===== config.mk =====
export PLATFORM = sky130hd
export DESIGN_NAME = raw_two_wire_bus_master
export DESIGN_NICKNAME = d
export VERILOG_FILES = /design/src/rtl/rtwb_pkg.sv /design/src/rtl/rtwb_ctrl.sv /design/src/rtl/rtwb_dpath.sv /design/src/rtl/raw_two_wire_bus_master.sv
export SDC_FILE = /design/constraint.sdc
export NUM_CORES = 1
export LEC_CHECK = 0
export ABC_AREA = 1
export BUFFER_PORTS_ARGS = -buffer_cell sky130_fd_sc_hd__clkbuf_2
export CAP_MARGIN = 20
export CORE_ASPECT_RATIO = 1.1
export CORE_MARGIN = 2
export CORE_UTILIZATION = 60
export DETAILED_ROUTE_END_ITERATION = 10
export HOLD_SLACK_MARGIN = 0.1
export PLACE_DENSITY = 0.87
export SETUP_SLACK_MARGIN = 0.02
export SYNTH_ARGS = -nofsm -noshare
export SYNTH_HDL_FRONTEND = slang
export SYNTH_SLANG_ARGS = --single-unit

===== constraint.sdc =====
create_clock -name clk -period 4.38 [get_ports clk]
set_input_delay 0.438 -clock clk [delete_from_list [all_inputs] [get_ports clk]]
set_output_delay 0.438 -clock clk [all_outputs]
set_load 0.01 [all_outputs]

===== src/rtl/rtwb_pkg.sv =====
// Package for the raw two-wire bus master: command codes, micro-ops,
// controller/datapath command and status structs, start/stop sequence table.
// No dependencies.
package rtwb_pkg;

	localparam int          TICK_W    = 5;
	localparam int          BYTE_W    = 8;
	localparam logic [4:0]  MAX_TICKS = 5'd31;
	localparam logic [4:0]  BYTE_BITS = 5'd8;

	// last step index of the fixed start and stop sequences
	localparam logic [2:0]  START_LAST = 3'd5;
	localparam logic [2:0]  STOP_LAST  = 3'd6;

	// configuration register indexes
	localparam logic        CFG_LSB_FIRST = 1'b0;
	localparam logic        CFG_PUSH_PULL = 1'b1;

	typedef enum logic [3:0] {
		ACT_START  = 4'd0,
		ACT_STOP   = 4'd1,
		ACT_WRBYTE = 4'd2,
		ACT_RDBYTE = 4'd3,
		ACT_WRBIT  = 4'd4,
		ACT_RDBIT  = 4'd5,
		ACT_TICKS  = 4'd6,
		ACT_CLKHI  = 4'd7,
		ACT_CLKLO  = 4'd8,
		ACT_DATHI  = 4'd9,
		ACT_DATLO  = 4'd10,
		ACT_PEEK   = 4'd11,
		ACT_SETUP  = 4'd12
	} action_t;

	typedef enum logic [1:0] {
		HOLD_SETTLE = 2'd0,
		HOLD_CLOCK  = 2'd1,
		HOLD_NONE   = 2'd2
	} hold_t;

	// one micro-op = one pin-state change plus one emitted segment
	typedef enum logic [3:0] {
		OP_CLK_LATCH,      // clock level forced low, enable kept
		OP_DAT_HIGH,
		OP_DAT_LOW,
		OP_CLK_HIGH,
		OP_CLK_LOW,        // also counts down one pulse
		OP_DELAY,          // repeat current state, settle hold
		OP_CLK_LOW_SETTLE, // first step of bus turnaround
		OP_DAT_DRIVE,      // drive data at latched level
		OP_DAT_RELEASE,
		OP_DAT_BIT,        // next outgoing bit, shift
		OP_CLK_HIGH_SAMPLE,// clock high, shift in sample
		OP_PEEK,
		OP_SETUP
	} op_t;

	// how the datapath initializes on a command transfer
	typedef enum logic [2:0] {
		LD_NONE,
		LD_WBYTE,
		LD_WBIT,
		LD_RBYTE,
		LD_RBIT,
		LD_TICKS
	} ld_t;

	typedef enum logic [1:0] {
		RD_NONE,
		RD_SHIFT,
		RD_SAMPLE
	} rd_t;

	typedef enum logic [2:0] {
		ST_IDLE,
		ST_SEQ,
		ST_PRE1,
		ST_PRE2,
		ST_BIT,
		ST_HI,
		ST_LO,
		ST_ONE
	} state_t;

	typedef struct packed {
		logic load;
		ld_t  ld;
		logic emit;
		op_t  op;
		logic last;
		rd_t  rd;
	} cmd_t;

	typedef struct packed {
		logic out_free;
		logic cnt_last;
	} sts_t;

	// fixed start and stop sequences
	function automatic op_t seq_op(input logic is_stop, input logic [2:0] step);
		op_t op;
		op = OP_DELAY;
		if (is_stop) begin
			unique case (step)
				3'd0: op = OP_CLK_LOW_SETTLE;
				3'd1: op = OP_DAT_DRIVE;
				3'd2: op = OP_DAT_LOW;
				3'd3: op = OP_CLK_HIGH;
				3'd4: op = OP_DAT_HIGH;
				3'd5: op = OP_DELAY;
				default: op = OP_CLK_LOW;
			endcase
		end else begin
			unique case (step)
				3'd0: op = OP_CLK_LATCH;
				3'd1: op = OP_DAT_HIGH;
				3'd2: op = OP_CLK_HIGH;
				3'd3: op = OP_DELAY;
				3'd4: op = OP_DAT_LOW;
				default: op = OP_CLK_LOW;
			endcase
		end
		return op;
	endfunction

endpackage


===== src/rtl/rtwb_ctrl.sv =====
// Controller of the raw two-wire bus master: walks each command through its
// segment sequence and issues micro-ops to the datapath. Uses rtwb_pkg.
module rtwb_ctrl (
	input  logic              clk,
	input  logic              arst_n,
	input  logic              in_valid,
	input  logic [3:0]        action,
	input  logic [4:0]        tick_count,
	input  rtwb_pkg::sts_t    sts,
	output logic              in_ready,
	output rtwb_pkg::cmd_t    cmd
);
	import rtwb_pkg::*;

	state_t     state_q, state_n;
	action_t    action_q, action_n;
	logic [2:0] step_q, step_n;
	logic       is_write, is_read, seq_last;

	assign is_write = (action_q == ACT_WRBYTE) || (action_q == ACT_WRBIT);
	assign is_read  = (action_q == ACT_RDBYTE) || (action_q == ACT_RDBIT);
	assign seq_last = (action_q == ACT_STOP) ? (step_q == STOP_LAST)
	                                         : (step_q == START_LAST);

	// state register
	always_ff @(posedge clk or negedge arst_n) begin
		if (!arst_n) begin
			state_q  <= ST_IDLE;
			action_q <= ACT_SETUP;
			step_q   <= '0;
		end else begin
			state_q  <= state_n;
			action_q <= action_n;
			step_q   <= step_n;
		end
	end

	// next state and micro-op
	always_comb begin
		state_n  = state_q;
		action_n = action_q;
		step_n   = step_q;
		in_ready = 1'b0;
		cmd      = '{load: 1'b0, ld: LD_NONE, emit: 1'b0, op: OP_DELAY,
		             last: 1'b0, rd: RD_NONE};
		unique case (state_q)
			ST_IDLE: begin
				in_ready = 1'b1;
				if (in_valid) begin
					cmd.load = 1'b1;
					action_n = action_t'(action);
					step_n   = '0;
					unique case (action_t'(action))
						ACT_START, ACT_STOP: state_n = ST_SEQ;
						ACT_WRBYTE: begin cmd.ld = LD_WBYTE; state_n = ST_PRE1; end
						ACT_WRBIT:  begin cmd.ld = LD_WBIT;  state_n = ST_PRE1; end
						ACT_RDBYTE: begin cmd.ld = LD_RBYTE; state_n = ST_PRE1; end
						ACT_RDBIT:  begin cmd.ld = LD_RBIT;  state_n = ST_PRE1; end
						ACT_TICKS: begin
							cmd.ld = LD_TICKS;
							// zero pulses: nothing to emit
							if (tick_count != '0)
								state_n = ST_HI;
						end
						ACT_CLKHI, ACT_CLKLO, ACT_DATHI, ACT_DATLO, ACT_PEEK,
						ACT_SETUP: state_n = ST_ONE;
						default: state_n = ST_IDLE;
					endcase
				end
			end
			ST_SEQ: begin
				cmd.op   = seq_op(action_q == ACT_STOP, step_q);
				cmd.last = seq_last;
				if (sts.out_free) begin
					cmd.emit = 1'b1;
					step_n   = step_q + 3'd1;
					if (seq_last)
						state_n = ST_IDLE;
				end
			end
			ST_PRE1: begin
				cmd.op = OP_CLK_LOW_SETTLE;
				if (sts.out_free) begin
					cmd.emit = 1'b1;
					state_n  = ST_PRE2;
				end
			end
			ST_PRE2: begin
				cmd.op = is_write ? OP_DAT_DRIVE : OP_DAT_RELEASE;
				if (sts.out_free) begin
					cmd.emit = 1'b1;
					state_n  = is_write ? ST_BIT : ST_HI;
				end
			end
			ST_BIT: begin
				cmd.op = OP_DAT_BIT;
				if (sts.out_free) begin
					cmd.emit = 1'b1;
					state_n  = ST_HI;
				end
			end
			ST_HI: begin
				cmd.op = is_read ? OP_CLK_HIGH_SAMPLE : OP_CLK_HIGH;
				if (sts.out_free) begin
					cmd.emit = 1'b1;
					state_n  = ST_LO;
				end
			end
			ST_LO: begin
				cmd.op   = OP_CLK_LOW;
				cmd.last = sts.cnt_last;
				if (sts.cnt_last) begin
					if (action_q == ACT_RDBYTE)
						cmd.rd = RD_SHIFT;
					else if (action_q == ACT_RDBIT)
						cmd.rd = RD_SAMPLE;
				end
				if (sts.out_free) begin
					cmd.emit = 1'b1;
					if (sts.cnt_last)
						state_n = ST_IDLE;
					else
						state_n = is_write ? ST_BIT : ST_HI;
				end
			end
			ST_ONE: begin
				cmd.last = 1'b1;
				unique case (action_q)
					ACT_CLKHI: cmd.op = OP_CLK_HIGH;
					ACT_CLKLO: cmd.op = OP_CLK_LOW;
					ACT_DATHI: cmd.op = OP_DAT_HIGH;
					ACT_DATLO: cmd.op = OP_DAT_LOW;
					ACT_PEEK: begin
						cmd.op = OP_PEEK;
						cmd.rd = RD_SAMPLE;
					end
					ACT_SETUP: cmd.op = OP_SETUP;
					default:   cmd.op = OP_DELAY;
				endcase
				if (sts.out_free) begin
					cmd.emit = 1'b1;
					state_n  = ST_IDLE;
				end
			end
			default: state_n = ST_IDLE;
		endcase
	end

endmodule


===== src/rtl/rtwb_dpath.sv =====
// Datapath of the raw two-wire bus master: pin state, shift register, pulse
// counter, configuration registers and the segment output register.
// Uses rtwb_pkg; driven by rtwb_ctrl.
module rtwb_dpath (
	input  logic              clk,
	input  logic              arst_n,
	input  logic              cfg_we,
	input  logic              cfg_addr,
	input  logic              cfg_data,
	input  logic [7:0]        write_value,
	input  logic [4:0]        tick_count,
	input  logic [7:0]        line_samples,
	input  rtwb_pkg::cmd_t    cmd,
	output rtwb_pkg::sts_t    sts,
	input  logic              out_ready,
	output logic              out_valid,
	output logic              clk_drive,
	output logic              clk_level,
	output logic              dat_drive,
	output logic              dat_level,
	output logic [1:0]        hold_class,
	output logic [7:0]        read_value,
	output logic              read_valid,
	output logic              last_segment
);
	import rtwb_pkg::*;

	logic                lsb_first_q, push_pull_q;
	logic [1:0]          clk_pin_q, dat_pin_q, clk_pin_n, dat_pin_n;
	logic [BYTE_W-1:0]   sr_q, sr_n, samp_q, samp_n;
	logic                samp0_q;
	logic [TICK_W-1:0]   cnt_q, cnt_n, ticks_sat;
	logic [1:0]          high_st;
	logic                bit_out, out_free;
	hold_t               hold;
	logic [BYTE_W-1:0]   rd_val;

	// output register slot
	logic                valid_q;
	logic [1:0]          seg_clk_q, seg_dat_q;
	hold_t               seg_hold_q;
	logic [BYTE_W-1:0]   seg_rd_q;
	logic                seg_rdv_q, seg_last_q;

	assign high_st   = push_pull_q ? 2'b11 : 2'b00;
	assign bit_out   = lsb_first_q ? sr_q[0] : sr_q[BYTE_W-1];
	assign ticks_sat = (tick_count > MAX_TICKS) ? MAX_TICKS : tick_count;
	assign out_free  = !valid_q || out_ready;
	assign sts       = '{out_free: out_free, cnt_last: (cnt_q == TICK_W'(1))};

	// configuration registers
	always_ff @(posedge clk or negedge arst_n) begin
		if (!arst_n) begin
			lsb_first_q <= 1'b0;
			push_pull_q <= 1'b0;
		end else if (cfg_we) begin
			unique case (cfg_addr)
				CFG_LSB_FIRST: lsb_first_q <= cfg_data;
				CFG_PUSH_PULL: push_pull_q <= cfg_data;
				default: ;
			endcase
		end
	end

	// pin state update for the current micro-op
	always_comb begin
		clk_pin_n = clk_pin_q;
		dat_pin_n = dat_pin_q;
		sr_n      = sr_q;
		samp_n    = samp_q;
		cnt_n     = cnt_q;
		hold      = HOLD_SETTLE;
		unique case (cmd.op)
			OP_CLK_LATCH:      clk_pin_n = clk_pin_q & 2'b10;
			OP_DAT_HIGH:       dat_pin_n = high_st;
			OP_DAT_LOW:        dat_pin_n = 2'b10;
			OP_CLK_HIGH: begin
				clk_pin_n = high_st;
				hold      = HOLD_CLOCK;
			end
			OP_CLK_LOW: begin
				clk_pin_n = 2'b10;
				hold      = HOLD_CLOCK;
				cnt_n     = cnt_q - TICK_W'(1);
			end
			OP_DELAY:          ;
			OP_CLK_LOW_SETTLE: clk_pin_n = 2'b10;
			OP_DAT_DRIVE: begin
				dat_pin_n = dat_pin_q | 2'b10;
				hold      = HOLD_NONE;
			end
			OP_DAT_RELEASE:    dat_pin_n = 2'b00;
			OP_DAT_BIT: begin
				dat_pin_n = bit_out ? high_st : 2'b10;
				sr_n      = lsb_first_q ? {1'b0, sr_q[BYTE_W-1:1]}
				                        : {sr_q[BYTE_W-2:0], 1'b0};
			end
			OP_CLK_HIGH_SAMPLE: begin
				clk_pin_n = high_st;
				hold      = HOLD_CLOCK;
				sr_n      = lsb_first_q ? {samp_q[0], sr_q[BYTE_W-1:1]}
				                        : {sr_q[BYTE_W-2:0], samp_q[0]};
				samp_n    = {1'b0, samp_q[BYTE_W-1:1]};
			end
			OP_PEEK: begin
				dat_pin_n = dat_pin_q & 2'b01;
				hold      = HOLD_NONE;
			end
			OP_SETUP: begin
				clk_pin_n = 2'b10;
				dat_pin_n = 2'b00;
				hold      = HOLD_NONE;
			end
			default: ;
		endcase
	end

	// read result carried on the last segment
	always_comb begin
		unique case (cmd.rd)
			RD_SHIFT:  rd_val = sr_n;
			RD_SAMPLE: rd_val = {{(BYTE_W-1){1'b0}}, samp0_q};
			default:   rd_val = '0;
		endcase
	end

	// pin state and working registers
	always_ff @(posedge clk or negedge arst_n) begin
		if (!arst_n) begin
			clk_pin_q <= 2'b00;
			dat_pin_q <= 2'b00;
			sr_q      <= '0;
			cnt_q     <= '0;
		end else if (cmd.load) begin
			unique case (cmd.ld)
				LD_WBYTE: begin sr_q <= write_value;             cnt_q <= BYTE_BITS; end
				LD_WBIT:  begin sr_q <= {BYTE_W{write_value[0]}}; cnt_q <= TICK_W'(1); end
				LD_RBYTE: begin sr_q <= '0;                      cnt_q <= BYTE_BITS; end
				LD_RBIT:  begin sr_q <= '0;                      cnt_q <= TICK_W'(1); end
				LD_TICKS: cnt_q <= ticks_sat;
				default: ;
			endcase
		end else if (cmd.emit) begin
			clk_pin_q <= clk_pin_n;
			dat_pin_q <= dat_pin_n;
			sr_q      <= sr_n;
			cnt_q     <= cnt_n;
		end
	end

	// sampled data levels, latched per command
	always_ff @(posedge clk) begin
		if (cmd.load) begin
			samp_q  <= line_samples;
			samp0_q <= line_samples[0];
		end else if (cmd.emit) begin
			samp_q <= samp_n;
		end
	end

	// segment output register
	always_ff @(posedge clk or negedge arst_n) begin
		if (!arst_n)
			valid_q <= 1'b0;
		else if (cmd.emit)
			valid_q <= 1'b1;
		else if (out_ready)
			valid_q <= 1'b0;
	end

	always_ff @(posedge clk) begin
		if (cmd.emit) begin
			seg_clk_q  <= clk_pin_n;
			seg_dat_q  <= dat_pin_n;
			seg_hold_q <= hold;
			seg_rd_q   <= rd_val;
			seg_rdv_q  <= (cmd.rd != RD_NONE);
			seg_last_q <= cmd.last;
		end
	end

	assign out_valid    = valid_q;
	assign clk_drive    = seg_clk_q[1];
	assign clk_level    = seg_clk_q[0];
	assign dat_drive    = seg_dat_q[1];
	assign dat_level    = seg_dat_q[0];
	assign hold_class   = seg_hold_q;
	assign read_value   = seg_rd_q;
	assign read_valid   = seg_rdv_q;
	assign last_segment = seg_last_q;

endmodule


===== src/rtl/raw_two_wire_bus_master.sv =====
// Top level of the raw two-wire bus master: command stream in, pin-segment
// stream out. Instantiates rtwb_ctrl and rtwb_dpath; uses rtwb_pkg.
//
// channel  | dir | handshake          | contents
// s_*      | in  | s_tvalid/s_tready  | one command (action in tuser)
// m_*      | out | m_tvalid/m_tready  | one pin segment, tlast on final one
// cfg_*    | in  | cfg_we             | lsb_first (0), push_pull (1)
//
// A command is taken in one transfer and then emits its segments (a 31-pulse
// tick run emits 62 segments); the controller issues one micro-op per cycle,
// while it is free, into the single segment output register.
// Reset leaves both pins released at level low and the block idle.
// A stalled m_tready holds the sequence; s_tready is high only when idle.
module raw_two_wire_bus_master (
	input  logic        clk,
	input  logic        arst_n,
	input  logic        s_tvalid,
	output logic        s_tready,
	input  logic [23:0] s_tdata,  // write_value[7:0], tick_count[12:8], line_samples[20:13]
	input  logic [3:0]  s_tuser,  // action[3:0]
	output logic        m_tvalid,
	input  logic        m_tready,
	output logic [15:0] m_tdata,  // clk_drive[0], clk_level[1], dat_drive[2], dat_level[3],
	                              // hold_class[5:4], read_value[13:6], read_valid[14]
	output logic        m_tlast,  // last_segment
	input  logic        cfg_we,
	input  logic        cfg_addr,
	input  logic        cfg_data
);
	import rtwb_pkg::*;

	cmd_t       cmd;
	sts_t       sts;
	logic       clk_drive, clk_level, dat_drive, dat_level, read_valid;
	logic [1:0] hold_class;
	logic [7:0] read_value;

	rtwb_ctrl u_ctrl (
		.clk        (clk),
		.arst_n     (arst_n),
		.in_valid   (s_tvalid),
		.action     (s_tuser),
		.tick_count (s_tdata[12:8]),
		.sts        (sts),
		.in_ready   (s_tready),
		.cmd        (cmd)
	);

	rtwb_dpath u_dpath (
		.clk          (clk),
		.arst_n       (arst_n),
		.cfg_we       (cfg_we),
		.cfg_addr     (cfg_addr),
		.cfg_data     (cfg_data),
		.write_value  (s_tdata[7:0]),
		.tick_count   (s_tdata[12:8]),
		.line_samples (s_tdata[20:13]),
		.cmd          (cmd),
		.sts          (sts),
		.out_ready    (m_tready),
		.out_valid    (m_tvalid),
		.clk_drive    (clk_drive),
		.clk_level    (clk_level),
		.dat_drive    (dat_drive),
		.dat_level    (dat_level),
		.hold_class   (hold_class),
		.read_value   (read_value),
		.read_valid   (read_valid),
		.last_segment (m_tlast)
	);

	assign m_tdata = {1'b0, read_valid, read_value, hold_class,
	                  dat_level, dat_drive, clk_level, clk_drive};

endmodule


======== After elaboration in Yosys (flattened, before gate mapping) ========
Index checks and enable logic that the tools add are counted.
storage, ports and cells
  word-level logic and storage cells ...... 184
  flip-flop bits (word level) ............. 55
cells by class
  eq/ne operators ......................... 67
  reduce and logical (&&, ||, !) cells .... 35
  magnitude comparators ................... 1
  multiplexer cells ....................... 59
  bitwise operators ....................... 2
  add/subtract/negate cells ............... 2
operators with widths
  operator                                             count
  equality test 4 bit, second input constant           15
  two-way mux 8 bit                                    7
  equality test 4 x 3 -> 1 bit, second input constant  10
  two-way mux 3 bit                                    13
  case mux 5 bit (7 select lines)                      1
  case mux 8 bit (2 select lines)                      2
  case mux 3 bit (5 select lines)                      2
  equality test 3 bit, second input constant           9
  equality test 4 x 2 -> 1 bit, second input constant  6
  case mux 3 bit (8 select lines)                      1
  case mux 4 bit (6 select lines)                      1
  case mux 8 bit (3 select lines)                      1
  two-way mux 4 bit                                    5
  two-way mux 5 bit                                    4
  equality test 3 x 2 -> 1 bit, second input constant  6
  case mux 3 bit (6 select lines)                      1
  != test 2 x 1 -> 1 bit, second input constant        8
  case mux 5 bit (3 select lines)                      1
  equality test 4 x 1 -> 1 bit, second input constant  3
  two-way mux 2 bit                                    6
  case mux 2 bit (6 select lines)                      1
  case mux 3 bit (4 select lines)                      1
  AND reduction 2 bit                                  6
  nonzero test 2 bit                                   6
  28 further kinds                                     50

======== Logic depth before layout (Yosys ltp) ========
  depth in word-level cells ............... 8
  depth in mapped cells ................... 16

======== Modules after synthesis ========
Synthesis repeated with hierarchy kept, for this count alone.
second synthesis, totals
  cell total of the unflattened synthesis .. 542
  area, all modules ....................... 3860.0 µm²
modules (own cells, without submodules)
  module                   times used  sequential area each (µm²)  cells each  area an instance (µm²)
  rtwb_dpath               1           1251.2                      356         2718.9
  rtwb_ctrl                1           252.7                       179         1092.3
  raw_two_wire_bus_master  1           0.0                         7           48.8

======== Worst setup path after synthesis ========
Ideal clock, no wire load.
  path kind ............................... register -> register
  from .................................... register u_ctrl.state_q[2]
  to ...................................... register u_dpath.samp_q[0], enable pin
  path slack .............................. 2015 ps
  cell stages (with the launch flop) ...... 7
  arrival ................................. 1981 ps
  path buffers ............................ 0
  data required time ...................... 3996 ps
  cell sequence ........................... dfrtp_1 > inv_4 > nand2_4 > inv_2 > nor2_4 > inv_1 > o21ai_0
RTL lines
  element                   line               RTL
  start: declaration        rtwb_ctrl.sv:15    state_t state_q, state_n;
  start signal: assignment  rtwb_ctrl.sv:32    state_q <= state_n;
  end signal: assignment    rtwb_dpath.sv:154  samp_q <= line_samples;
  end signal: assignment    rtwb_dpath.sv:157  samp_q <= samp_n;
  end: declaration          rtwb_dpath.sv:30   logic [BYTE_W-1:0] sr_q, sr_n, samp_q, samp_n;

======== Worst setup path after layout ========
  from .................................... register u_ctrl.state_q[1]
  to ...................................... register u_dpath.cnt_q[2]
between the ends
  word-level cells in the longest chain between the ends .. 6
ends and longest elaborated chain
  element                                                                                            line               RTL
  zero test 3 bit                                                                                    rtwb_ctrl.sv:46    unique case (state_q)
  two-way mux 4 bit                                                                                  rtwb_ctrl.sv:46
  equality test 3 x 1 -> 1 bit (tied with other cells)                                               rtwb_dpath.sv:135  unique case (cmd.ld)
  OR reduction 2 bit (no source line)                                                                -
  != test 4 x 3 -> 1 bit (no source line) / case mux 5 bit (3 select lines) (equally long branches)  -
  AND reduction 3 bit (no source line) / two-way mux 5 bit (equally long branches)                   -
  end signal: assignment                                                                             rtwb_dpath.sv:140  LD_TICKS: cnt_q <= ticks_sat;
  end signal: assignment                                                                             rtwb_dpath.sv:147  cnt_q <= cnt_n;
  end: declaration                                                                                   rtwb_dpath.sv:32   logic [TICK_W-1:0] cnt_q, cnt_n, ticks_sat;
Parallel ways exist; a longest one is shown, timed or not.
A chain may end at the register's enable or synchronous reset.

==> impl_metrics.yaml <==
sta:
  setup_viol: 0
  fin_skew_ns: 0.00947
  layout_min_cycle_time_ns: 2.41
  finalSetupTns_ns: 0
  period_share_pct: 55.1
  tightest_slew_ns: 0.818
  rsz0062_at_grt: "no"
  hold_violations: 0
  drv_slew: 0
  fin_ws_ns: 1.97
  slew_headroom_pct: 45.5
  fmax_mhz: 415
final_layout:
  fin_util_pct: 66.8
  layout-drive-gt1-share_pct: 18.4
  diodes: 0
  fin_nets: 581
  area_growth_pct: 9.54
place:
  portBuffers: 49
  dp_slack_ns: 1.96
  dpl.hpwl_um: 6040
  globalplace.congestion: 0.942
detailed_routing:
  drtPass1Iterations: 5
  avgRoutedWirePerCell_um: 12.6
  ant_nets: 0
  drc: 0
  vias: 3347
  vias_per_cell: 5.42
  drt_iter0_drc: 216
  routed_wl_um: 7780
cts:
  clock_latency_ns: 0.31
  post_cts_buffers: 0
  cts_resized: 0
  root_buffer: "clkbuf_8"
  cts_tree: "built"
  clock_sinks: 55
  cts_max_path_buffers: 2
  cts_buffers: 5
  clk_pin_slew_ns: 0.10
  h-tree-depth: 2
  holdBufCountCts: 0
grt:
  grt-ovfl-total: 0
  antenna_found_initial: 0
  grt_usage_pct: 23.6
  grt_pass1_wl_um: 13000
  grt_max_degree: 32
  grt_pass1_vias: 2982
outcome:
  status: "complete, no violations"
die:
  rows: 30
  io-pin-count: 54
  die_h_um: 86.5
  coreArea_um2: 6080
  start_util_pct: 61.0
  fp.dieW_um: 79.0
  die_area_um2: 6830
synth:
  synth-edff-count: 25
  ys_seq_elements: 55
  synth_top_cell_by_area: "edfxtp_1"
  syn-num-nets: 538
  ys_seq_area_share_pct: 40.5
  synth_top_area_share_pct: 20.2
  netlist_area_um2: 3710
  synth.avg_cell_area_um2: 7.52
  synth.area.top_cells: "edfxtp_1 20%, dfrtp_1 19%, nand2_1 13%"
  synth_cell_types: 45
  ys.flop_type: "dfrtp_1"
  ys_warn_count: 0
  synth_cells: 493
  ys_async_sr_fraction_pct: 54.5
power_and_ir_drop:
  p_clk_share_pct: 10.8
  p_leak_nw: 1.99
  power.switching_mw: 1.25
  irDropWorstVdd_mv: 0.331
  internal-power_mw: 1.38
  seq_power_share_pct: 34.3
  combinationalPowerShare_pct: 55.0
  power.density_nw_per_um2: 648
  p_sw_share_pct: 47.6
worst_setup_path:
  path_max_fanout: 31
  r2r-start: "u_ctrl.state_q[1]$_DFFE_PN0P_"
  crit_start: "u_ctrl.state_q[1]$_DFFE_PN0P_"
  crit_type: "flop to flop"
  cp-end-kind: "flop"
  critPathLaunchType: "flop"
  critical_path_arrival_ns: 2.65
  critPathRequiredTime_ns: 4.62
min_path:
  hold_class: "input port to async pin"
job:
  maxCapViolCount: 0
-- cell type report --
class | instances | area, um^2
Timing Repair Buffer | 50 | 253
Multi-Input combinational cell | 347 | 1820
Inverter | 77 | 297
Tap cell | 80 | 100
Sequential cell | 55 | 1500
Clock buffer | 6 | 72.6
Fill cell | 546 | 2020
Clock inverter | 2 | 16.3
-- Yosys cell counts, types with 5 or more instances --
library cell	n
o21ai_0	31
ha_1	10
o21ai_1	13
inv_1	70
edfxtp_1	25
nand3_1	33
clkbuf_1	5
nor2_1	47
nand4_1	7
nor2_2	12
o211ai_1	13
dfrtp_1	28
nand2_1	125
nand2_2	7
buf_4	7
a21oi_1	12
a31oi_1	5
nor2_4	5
-- power by group through the flow --
stage | Combinational, mW | Clock (mW) | Sequential (mW)
after global placement | 1.38 | 0 | 0.902
after CTS | 1.44 | 0.287 | 0.902
after global routing | 1.63 | 0.309 | 0.931
after detailed placement | 1.43 | 0 | 0.913
final | 1.45 | 0.284 | 0.902
after floorplan | 1.15 | 0 | 0.899
-- routing by layer --
metal	track usage (%)	wire length, um	vias up
met2	40.7	3840	124
met5	0	0	-
li1	-	-	1692
met4	5.64	104	0
met1	31.6	3370	1518
met3	3.54	474	13
-- registers in the layout (all words and copies together) (netlist names), 3 cells and up --
register and flops:
u_dpath.cnt_q 5, u_dpath.read_value 8, u_ctrl.step_q 3, u_ctrl.action_q 4
u_ctrl.state_q 3, u_dpath.samp_q 8, u_dpath.sr_q 8
-- kinds of logic (layout without fill, tap and decap cells) --
kind of cell | count (synthesis) | after routing | share of synthesized area (%)
other | 1 | 1 | 0.101
AOI/OAI and AO/OA | 89 | 89 | 14.7
and+or+nand+nor | 246 | 246 | 30.7
DFF | 55 | 55 | 40.5
adders and majority gates | 10 | 10 | 3.37
buffers and inverters | 91 | 135 | 10.4
xor gates and xnor gates | 1 | 1 | 0.236
-- through the flow --
step	hold slack (ns)	std cells	power (mW)	instance area, um^2
after floorplan	0.142	493	2.05	3710
after global placement	0.467	609	2.28	3980
after detailed placement	0.484	609	2.34	3980
after CTS	0.229	617	2.63	4060
after global routing	0.264	617	2.87	4060
final	0.204	617	2.63	4060
-- cell usage in the layout (no fill, tap or decap), types with 2 or more instances in the layout --
master    Yosys  final
a21oi_1      12     12
a31oi_1       5      5
clkbuf_2      0     49
clkbuf_8      0      5
dfrtp_1      28     28
dfstp_2       2      2
edfxtp_1     25     25
ha_1         10     10
inv_1        70     70
inv_2         4      4
inv_4         3      3
nand2_1     125    125
nand2_2       7      7
nand2_4       2      2
nand3_1      33     33
nand4_1       7      7
nor2_1       47     47
nor2_2       12     12
nor2_4        5      5
nor4_1        2      2
o211ai_1     13     13
o21a_1        4      4
o21ai_0      31     31
o21ai_1      13     13
-- final timing paths --
path	end	slack [ns]	cells past startpoint
setup / recovery	u_dpath.cnt_q[2]$_DFFE_PN0P_	1.97	13
hold / removal	u_dpath.sr_q[2]$_DFFE_PN0P_	0.20	1
setup reg to reg	u_dpath.cnt_q[2]$_DFFE_PN0P_	1.97	13
hold reg to reg	u_dpath.dat_pin_q[1]$_DFFE_PN0P_	0.50	2
max in group asynchronous	u_ctrl.step_q[2]$_DFFE_PN0P_	3.66	1
min in group clk	u_dpath.out_valid$_DFFE_PN0P_	0.33	2
-- worst max-delay path, stage by stage (launching register included) --
cell and delay [ns]:
dfrtp_1 0.47, nor2_4 0.18, nand2_4 0.09, nor2_8 0.36
inv_4 0.20, nor2_4 0.17, inv_2 0.05, nand2_4 0.08
inv_2 0.05, nand2_2 0.07, o21ai_4 0.09, a21oi_4 0.31
nand2_1 0.11, o21ai_1 0.10
(Power assumes the default switching activity.)
